<file path="src/hw/rtl/assert_macros.svh">
// assertion macros for the rtl, included by the allocator
// no dependencies
`ifndef ASSERT_MACROS_SVH
`define ASSERT_MACROS_SVH

// implication checked on every rising edge outside reset
`define CHK_IMPL(label, clk, rst_n, ante, cons, msg) \
    label: assert property (@(posedge clk) disable iff (!rst_n) (ante) |-> (cons)) \
        else $error(msg);

// next-cycle implication
`define CHK_NEXT(label, clk, rst_n, ante, cons, msg) \
    label: assert property (@(posedge clk) disable iff (!rst_n) (ante) |=> (cons)) \
        else $error(msg);

`endif

</file>
<file path="src/hw/rtl/bffa_pkg.sv">
// package for the bitmap run allocator: sizes, request codes, result type
// no dependencies
package bffa_pkg;
    localparam int MAX_ELEMENTS = 1024;
    localparam int WORD_BITS    = 32;
    localparam int WORD_COUNT   = (MAX_ELEMENTS + WORD_BITS - 1) / WORD_BITS;
    localparam int IDX_W        = $clog2(MAX_ELEMENTS);
    localparam int CNT_W        = IDX_W + 1;
    localparam int BIT_W        = $clog2(WORD_BITS);
    localparam int ADDR_W       = $clog2(WORD_COUNT);
    localparam int POS_W        = IDX_W + 2;

    localparam logic [1:0] KIND_ALLOC  = 2'd0;
    localparam logic [1:0] KIND_FREE   = 2'd1;
    localparam logic [1:0] KIND_RESIZE = 2'd2;

    typedef struct packed {
        logic              ok;
        logic [IDX_W-1:0]  run_start;
        logic [CNT_W-1:0]  run_length;
        logic              moved;
    } t_result;
endpackage

</file>
<file path="src/hw/rtl/bitmap_first_fit_run_allocator.sv">
// bitmap first-fit run allocator: one request at a time, bit-serial over a word ram
// each element examined or changed takes a ram read, then a check or write; each walk
// phase ends in a done step and the result is then loaded into the output register; a rejected
// request skips the walk if refused on entry, and a resize that relocates runs four phases (room
// check, search, mark, free). next request taken once the result sits in the output register;
// reset clears the bitmap by a sweep over its 32 words, no request taken; element_count resets to 1024
`include "assert_macros.svh"
module bitmap_first_fit_run_allocator (
    input  logic                          i_clk,
    input  logic                          i_rst_n,
    input  logic                          i_cfg_we,
    input  logic [bffa_pkg::CNT_W-1:0]    i_cfg_wdata,
    input  logic                          i_valid,
    output logic                          o_stall,
    input  logic [1:0]                    i_kind,
    input  logic [bffa_pkg::IDX_W-1:0]    i_start_index,
    input  logic [bffa_pkg::CNT_W-1:0]    i_count,
    input  logic [bffa_pkg::CNT_W-1:0]    i_new_count,
    output logic                          o_valid,
    input  logic                          i_stall,
    output logic                          o_ok,
    output logic [bffa_pkg::IDX_W-1:0]    o_run_start,
    output logic [bffa_pkg::CNT_W-1:0]    o_run_length,
    output logic                          o_moved
);
    localparam int P = bffa_pkg::POS_W;
    localparam int A = bffa_pkg::ADDR_W;
    localparam int B = bffa_pkg::BIT_W;

    localparam logic [3:0] S_CLEAR = 4'd0;
    localparam logic [3:0] S_IDLE  = 4'd1;
    localparam logic [3:0] S_RD    = 4'd2;   // issue read for r_pos
    localparam logic [3:0] S_CHK   = 4'd3;   // examine/modify bit
    localparam logic [3:0] S_DONE  = 4'd4;
    localparam logic [3:0] S_OUT   = 4'd5;

    // phase of the walk
    localparam logic [2:0] PH_FIND = 3'd0;  // first-fit search
    localparam logic [2:0] PH_SET  = 3'd1;  // mark r_pos..r_end-1 used
    localparam logic [2:0] PH_CLR  = 3'd2;  // clear r_pos..r_end-1
    localparam logic [2:0] PH_ROOM = 3'd3;  // check in-place grow room
    localparam logic [2:0] PH_FREE = 3'd4;  // free old run after a move

    logic [3:0]  r_state, n_state;
    logic [2:0]  r_ph, n_ph;
    logic [bffa_pkg::CNT_W-1:0] r_ecnt;
    logic [1:0]  r_kind, n_kind;
    logic [bffa_pkg::IDX_W-1:0] r_start, n_start;
    logic [bffa_pkg::CNT_W-1:0] r_cnt, n_cnt, r_ncnt, n_ncnt;
    logic [P-1:0] r_pos, n_pos, r_end, n_end, r_base, n_base;
    logic [P-1:0] r_len, n_len;
    logic [A-1:0] r_clr, n_clr;
    bffa_pkg::t_result r_res, n_res;
    bffa_pkg::t_result r_out, n_out;
    logic        r_ovalid, n_ovalid;

    logic          we;
    logic [A-1:0]  waddr, raddr;
    logic [bffa_pkg::WORD_BITS-1:0] wdata, rdata;
    logic [P-1:0]  limit;
    logic [B-1:0]  bsel;
    logic          used;

    bffa_ram #(.WIDTH(bffa_pkg::WORD_BITS), .DEPTH(bffa_pkg::WORD_COUNT)) u_ram (
        .i_clk  (i_clk),
        .i_we   (we),
        .i_waddr(waddr),
        .i_wdata(wdata),
        .i_raddr(raddr),
        .o_rdata(rdata)
    );

    assign limit = (r_ecnt > bffa_pkg::CNT_W'(bffa_pkg::MAX_ELEMENTS))
        ? P'(bffa_pkg::MAX_ELEMENTS) : P'(r_ecnt);
    assign bsel  = r_pos[B-1:0];
    assign raddr = r_pos[B+A-1:B];
    assign used  = (r_pos >= limit) || rdata[bsel];

    assign o_stall      = (r_state != S_IDLE);
    assign o_valid      = r_ovalid;
    assign o_ok         = r_out.ok;
    assign o_run_start  = r_out.run_start;
    assign o_run_length = r_out.run_length;
    assign o_moved      = r_out.moved;

    always_comb begin
        n_state  = r_state;
        n_ph     = r_ph;
        n_kind   = r_kind;
        n_start  = r_start;
        n_cnt    = r_cnt;
        n_ncnt   = r_ncnt;
        n_pos    = r_pos;
        n_end    = r_end;
        n_base   = r_base;
        n_len    = r_len;
        n_clr    = r_clr;
        n_res    = r_res;
        n_out    = r_out;
        n_ovalid = r_ovalid;
        we       = 1'b0;
        waddr    = r_pos[B+A-1:B];
        wdata    = rdata;
        if (r_ovalid && !i_stall) begin
            n_ovalid = 1'b0;
        end
        unique case (r_state)
            S_CLEAR: begin
                we    = 1'b1;
                waddr = r_clr;
                wdata = '0;
                n_clr = r_clr + A'(1);
                if (r_clr == A'(bffa_pkg::WORD_COUNT - 1)) begin
                    n_state = S_IDLE;
                end
            end
            S_IDLE: begin
                if (i_valid) begin
                    n_kind  = i_kind;
                    n_start = i_start_index;
                    n_cnt   = i_count;
                    n_ncnt  = i_new_count;
                    n_res   = '0;
                    n_state = S_OUT;
                    unique case (i_kind)
                        bffa_pkg::KIND_ALLOC: begin
                            if (i_count != '0 && P'(i_count) <= limit) begin
                                n_state = S_RD;
                                n_ph    = PH_FIND;
                                n_pos   = '0;
                                n_base  = '0;
                                n_len   = P'(i_count);
                                n_end   = P'(i_count);
                            end
                        end
                        bffa_pkg::KIND_FREE: begin
                            n_state = S_RD;
                            n_ph    = PH_CLR;
                            n_pos   = P'(i_start_index);
                            n_end   = P'(i_start_index) + P'(i_count);
                            n_res   = '{ok: 1'b1, run_start: i_start_index,
                                        run_length: '0, moved: 1'b0};
                        end
                        bffa_pkg::KIND_RESIZE: begin
                            n_state = S_RD;
                            if (i_new_count <= i_count) begin
                                n_ph  = PH_CLR;
                                n_pos = P'(i_start_index) + P'(i_new_count);
                                n_end = P'(i_start_index) + P'(i_count);
                            end else begin
                                n_ph  = PH_ROOM;
                                n_len = P'(1);
                                n_pos = P'(i_start_index) + P'(i_count);
                                n_end = P'(i_start_index) + P'(i_new_count);
                            end
                            n_res = '{ok: 1'b1, run_start: i_start_index,
                                      run_length: i_new_count, moved: 1'b0};
                        end
                        default: ;
                    endcase
                end
            end
            S_RD: begin
                // a candidate run that passes the end means no fit
                if (r_pos >= r_end || (r_ph == PH_FIND && r_end > limit)) begin
                    n_state = S_DONE;
                end else begin
                    n_state = S_CHK;
                end
            end
            S_CHK: begin
                n_state = S_RD;
                n_pos   = r_pos + P'(1);
                case (r_ph)
                    PH_FIND, PH_ROOM: begin
                        if (used) begin
                            if (r_ph == PH_ROOM) begin
                                n_pos = r_end;
                                n_len = '0;   // flag: no room
                            end else begin
                                n_base = r_pos + P'(1);
                                n_end  = r_pos + P'(1) + r_len;
                            end
                        end
                    end
                    PH_SET, PH_CLR, PH_FREE: begin
                        if (r_pos < P'(bffa_pkg::MAX_ELEMENTS)) begin
                            we          = 1'b1;
                            wdata[bsel] = (r_ph == PH_SET);
                        end
                    end
                    default: ;
                endcase
            end
            S_DONE: begin
                n_state = S_RD;
                case (r_ph)
                    PH_FIND: begin
                        if (r_end > limit) begin
                            n_res   = '0;
                            n_state = S_OUT;
                        end else begin
                            n_ph  = PH_SET;
                            n_pos = r_base;
                            n_res.ok         = 1'b1;
                            n_res.run_start  = r_base[bffa_pkg::IDX_W-1:0];
                            n_res.run_length = r_len[bffa_pkg::CNT_W-1:0];
                            n_res.moved      = (r_kind == bffa_pkg::KIND_RESIZE);
                        end
                    end
                    PH_ROOM: begin
                        if (r_len == '0) begin
                            n_ph   = PH_FIND;
                            n_len  = P'(r_ncnt);
                            n_base = '0;
                            n_pos  = '0;
                            n_end  = P'(r_ncnt);
                            if (r_ncnt > limit[bffa_pkg::CNT_W-1:0]
                                || limit == '0) begin
                                n_res   = '0;
                                n_state = S_OUT;
                            end
                        end else begin
                            n_ph  = PH_SET;
                            n_pos = P'(r_start) + P'(r_cnt);
                            n_end = P'(r_start) + P'(r_ncnt);
                        end
                    end
                    PH_SET: begin
                        if (r_res.moved) begin
                            n_ph  = PH_FREE;
                            n_pos = P'(r_start);
                            n_end = P'(r_start) + P'(r_cnt);
                        end else begin
                            n_state = S_OUT;
                        end
                    end
                    default: n_state = S_OUT;
                endcase
            end
            S_OUT: begin
                if (!r_ovalid || !i_stall) begin
                    n_out    = r_res;
                    n_ovalid = 1'b1;
                    n_state  = S_IDLE;
                end
            end
            default: n_state = S_IDLE;
        endcase
    end

    always_ff @(posedge i_clk) begin
        if (!i_rst_n) begin
            r_state  <= S_CLEAR;
            r_clr    <= '0;
            r_ovalid <= 1'b0;
            r_ecnt   <= bffa_pkg::CNT_W'(bffa_pkg::MAX_ELEMENTS);
            r_ph     <= PH_FIND;
        end else begin
            r_state  <= n_state;
            r_clr    <= n_clr;
            r_ovalid <= n_ovalid;
            r_ph     <= n_ph;
            if (i_cfg_we) begin
                r_ecnt <= i_cfg_wdata;
            end
            r_kind  <= n_kind;
            r_start <= n_start;
            r_cnt   <= n_cnt;
            r_ncnt  <= n_ncnt;
            r_pos   <= n_pos;
            r_end   <= n_end;
            r_base  <= n_base;
            r_len   <= n_len;
            r_res   <= n_res;
            r_out   <= n_out;
        end
    end

    `CHK_IMPL(a_no_take_busy, i_clk, i_rst_n, r_state != S_IDLE, o_stall, "busy but not stalling")
    `CHK_NEXT(a_out_hold, i_clk, i_rst_n, r_ovalid && i_stall, r_ovalid, "result lost under stall")
    `CHK_NEXT(a_out_stable, i_clk, i_rst_n, r_ovalid && i_stall, $stable(r_out), "result changed under stall")
    `CHK_IMPL(a_clear_no_out, i_clk, i_rst_n, r_state == S_CLEAR, !r_ovalid, "result during clear")
endmodule

</file>
<file path="src/hw/rtl/bffa_ram.sv">
// generic single-port-write, single-port-read synchronous ram, registered read
// no dependencies
module bffa_ram #(
    parameter int WIDTH = 32,
    parameter int DEPTH = 32
) (
    input  logic                     i_clk,
    input  logic                     i_we,
    input  logic [$clog2(DEPTH)-1:0] i_waddr,
    input  logic [WIDTH-1:0]         i_wdata,
    input  logic [$clog2(DEPTH)-1:0] i_raddr,
    output logic [WIDTH-1:0]         o_rdata
);
    logic [WIDTH-1:0] r_mem [DEPTH];

    always_ff @(posedge i_clk) begin
        if (i_we) begin
            r_mem[i_waddr] <= i_wdata;
        end
        o_rdata <= r_mem[i_raddr];
    end
endmodule
</file>
<file path="config.mk">
export PLATFORM = sky130hd
export DESIGN_NAME = bitmap_first_fit_run_allocator
export DESIGN_NICKNAME = d
export VERILOG_FILES = /design/src/hw/rtl/bffa_pkg.sv /design/src/hw/rtl/bitmap_first_fit_run_allocator.sv /design/src/hw/rtl/bffa_ram.sv
export VERILOG_INCLUDE_DIRS = /design/src /design/src/hw/rtl
export SDC_FILE = /design/constraint.sdc
export NUM_CORES = 1
export LEC_CHECK = 0
export BUFFER_PORTS_ARGS = -buffer_cell sky130_fd_sc_hd__buf_2
export CAP_MARGIN = 0
export CORE_MARGIN = 4
export CORE_UTILIZATION = 30
export CTS_BUF_LIST = sky130_fd_sc_hd__clkbuf_16
export CTS_CLUSTER_DIAMETER = 80
export CTS_CLUSTER_SIZE = 28
export DETAILED_ROUTE_END_ITERATION = 10
export PLACE_DENSITY_LB_ADDON = 0.08
export SETUP_SLACK_MARGIN = 0.02
export SYNTH_ARGS = -nofsm -noshare
export SYNTH_HDL_FRONTEND = slang
export SYNTH_SLANG_ARGS = --single-unit
</file>
<file path="constraint.sdc">
create_clock -name i_clk -period 5.1 [get_ports i_clk]
set_input_delay 0.255 -clock i_clk [delete_from_list [all_inputs] [get_ports i_clk]]
set_output_delay 0.255 -clock i_clk [all_outputs]
set_load 0.005 [all_outputs]
</file>
==> impl_metrics.ini <==
[placement]
io_buffers = 74
dp_hpwl_um = 102000
place.gp.congestion = 0.9017
placed_cells = 5076
dp_slack_ps = 1057

[run_status]
status = completed

[floorplan]
die_w_um = 421.8
dieArea_um2 = 177900
initial_utilization_pct = 30.25
core-area_um2 = 169800
num_rows = 151
die_height_um = 421.8
io_pins = 75

[yosys]
synth_nets = 2993
async_flop_share_pct = 0
synth_seq_cells = 1206
syn-instance-count = 2810
synth_top_area_cell = edfxtp_1
synth_top_cell_area_share_pct = 67.27
netlist_top_cells_count = edfxtp_1, mux4_2, ha_1
dominantRegCellSynth = edfxtp_1
ys.warnings.count = 0
synth_edf_count = 1151
synth_seq_area_share_pct = 69.42
synth.area.top_cells = edfxtp_1, mux4_2, ha_1
synth_area_per_cell_um2 = 18.28
yosysMostFrequentCell = edfxtp_1
synth_cell_types = 72
netlist_area_um2 = 51380

[sta]
finalHoldViolations = 0
setup_viol = 0
rsz0062_at_grt = false
worst_slew_pin_slew_ps = 1358
tns_ps = 0
hold_slack_ps = 78.35
worst_slack_ps = 923.5
finalMaxSlewViolations = 0
max_freq_mhz = 239.4
min_period_ps = 4176
relSlewSlack_pct = 9.464
clock_skew_ps = 61.31
fin_crit_sh_pct = 81.89

[critical_path]
crit_path_start_kind = register
critPathKind = register to register
cp_slowest_cell = edfxtp_1
path_buf_inv = 1
end_kind = register
cp.required_ps = 5590
arrival_ps = 4670
crit_chain = inv_1 > ha_1 > ha_1 > a211o_1 > o211ai_2 > a21oi_1 > o41ai_1 > nor2b_1 > o41ai_1 > xnor2_1 > a211o_1
slowest_delay_ps = 720
cpLargestDelayFamily = compound AO/OA/AOI/OAI gates
path_max_fanout = 10

[global_routing]
grt.overflow.total = 0
grt_pass1_vias = 28750
track_usage_pct = 17.94
grt_max_degree = 113
grt_pass1_wl_um = 227700
antenna_found_initial = 6

[final_layout]
final_nets = 3182
drive_gt1_share_pct = 24.67
final_cells = 5294
regArea_um2 = 35660
syn_to_final_growth_pct = 14.71
multi_input_area_um2 = 15300
fill_cells = 15830

[run]
maxCapViolations = 0

[clock_network]
numCtsBuffers = 83
htreeDepth = 3
cts_resized = 0
clk_latency_ps = 750
root_buffer = clkbuf_16
clock_sinks = 1206
clk_path_buf_depth = 3
cts.clk_slew.worst_paths_ps = 90
cts_tree = done

[power_and_ir_drop]
p_per_area_nw_per_um2 = 324.0
seqPwrFrac_pct = 56.7
internal_power_uw = 14510
swShare_pct = 24.01
p_clk_share_pct = 39.8
p_leak_uw = 0.01814
vdd_drop_max_v = 0.0002219
p_comb_share_pct = 3.5
power.net_switching_uw = 4585

[routing]
vias = 27810
drc = 0
drt-initial-drc-count = 2199
firstDrtPassIters = 7
viasPerCell = 5.253
ant_nets = 0
routedWlPerCell_um = 30.48
routed_wl_um = 161300

[min_path]
hold_class = input port to register
==> per-layer routing <==
| metal | up-vias | global-route usage, % | wire length (µm) |
|---|---|---|---|
| met5 | - | 0 | 0 |
| met4 | 0 | 4.193 | 3762 |
| met3 | 191 | 2.482 | 6236 |
| met2 | 750 | 30.45 | 79850 |
| met1 | 14960 | 24.47 | 71500 |
| li1 | 11910 | - | - |
==> flip-flops by register name (all words and copies together) (netlist names), 2 cells and up <==
| name | flops |
|---|---|
| r_start | 10 |
| u_ram.r_mem | 1024 |
| r_pos | 12 |
| r_clr | 5 |
| r_end | 12 |
| r_base | 12 |
| r_ecnt | 11 |
| o_run_length | 11 |
| o_run_start | 10 |
| u_ram.o_rdata | 32 |
| r_state | 3 |
| r_kind | 2 |
| r_ph | 3 |
| r_res | 23 |
| r_len | 11 |
| r_cnt | 11 |
| r_ncnt | 11 |
==> power by group through the flow <==
stage / combinational, µW / clock [µW] / sequential (µW)
after floorplan: 336 / 0 / 11000
after global placement: 623 / 0 / 11100
after detailed placement: 618 / 0 / 11100
after CTS: 661 / 7880 / 10800
after global routing: 705 / 8250 / 10800
final: 659 / 7610 / 10800
==> logic make-up (layout without fill, tap and decap cells) <==
family | count (synthesis) | count (layout) | synth area share, %
AOI/OAI and AO/OA | 423 | 423 | 5.336
xor gates and xnor gates | 53 | 53 | 0.9035
adders and majority gates | 133 | 133 | 3.312
buffers and inverters | 189 | 448 | 1.500
DFF | 1206 | 1206 | 69.42
muxes | 402 | 402 | 15.77
other | 0 | 7 | 0
and+or+nand+nor | 404 | 404 | 3.760
==> per-stage QoR <==
step | instance area, µm² | utilization [%] | power, µW
after floorplan | 51380 | - | 11380
after global placement | 55230 | 32.52 | 11670
after detailed placement | 55230 | 32.52 | 11670
after CTS | 58920 | 34.69 | 19370
after global routing | 58920 | 34.69 | 19800
final | 58930 | 34.70 | 19100
==> what timing repair did <==
item	CTS	global route
hold buffers	56	0
buffers inserted	0	0
endpoints found under the setup margin	0	0
endpoints found under the hold margin	55	0
==> cell type report <==
| class | count | area share, % |
|---|---|---|
| Sequential cell | 1206 | 60.52 |
| Antenna cell | 7 | 0.02972 |
| Clock inverter | 71 | 1.741 |
| Clock buffer | 84 | 3.567 |
| Inverter | 58 | 0.3694 |
| Timing Repair Buffer | 235 | 3.108 |
| Multi-Input combinational cell | 1415 | 25.96 |
| Tap cell | 2218 | 4.709 |
==> layout by cell type, fill, tap and decap left out, types with 13 or more instances in the layout <==
cell / n
edfxtp_1: 1151
mux4_2: 322
ha_1: 128
nand2_1: 96
buf_4: 96
a21oi_1: 94
nor2_1: 86
o21ai_0: 85
clkbuf_16: 84
buf_2: 74
inv_1: 61
dlygate4sd3_1: 56
dfxtp_1: 55
mux2i_1: 43
nand3_1: 38
mux2_2: 36
a22o_1: 34
nor2_4: 33
nor2b_1: 32
xnor2_1: 31
nor3_1: 25
xor2_1: 22
o211ai_1: 22
o21ai_2: 20
o21ai_1: 20
clkinv_8: 20
and2_1: 19
a21o_1: 17
and3_1: 13
o21a_1: 13
inv_12: 13
==> worst paths after layout <==
| kind | from | end | slack (ps) | cells past startpoint |
|---|---|---|---|---|
| worst max-delay path | r_pos[0]$_DFFE_PP_ | r_end[11]$_DFFE_PP_ | 920 | 11 |
| worst min register to register | r_res[14]$_DFFE_PP_ | o_run_start[2]$_DFFE_PP_ | 420 | 0 |
| worst min-delay path | i_count[10] | r_cnt[10]$_DFFE_PP_ | 80 | 2 |
| worst max register to register | r_pos[0]$_DFFE_PP_ | r_end[11]$_DFFE_PP_ | 920 | 11 |
Note: power is estimated with default switching activity, not from simulation.
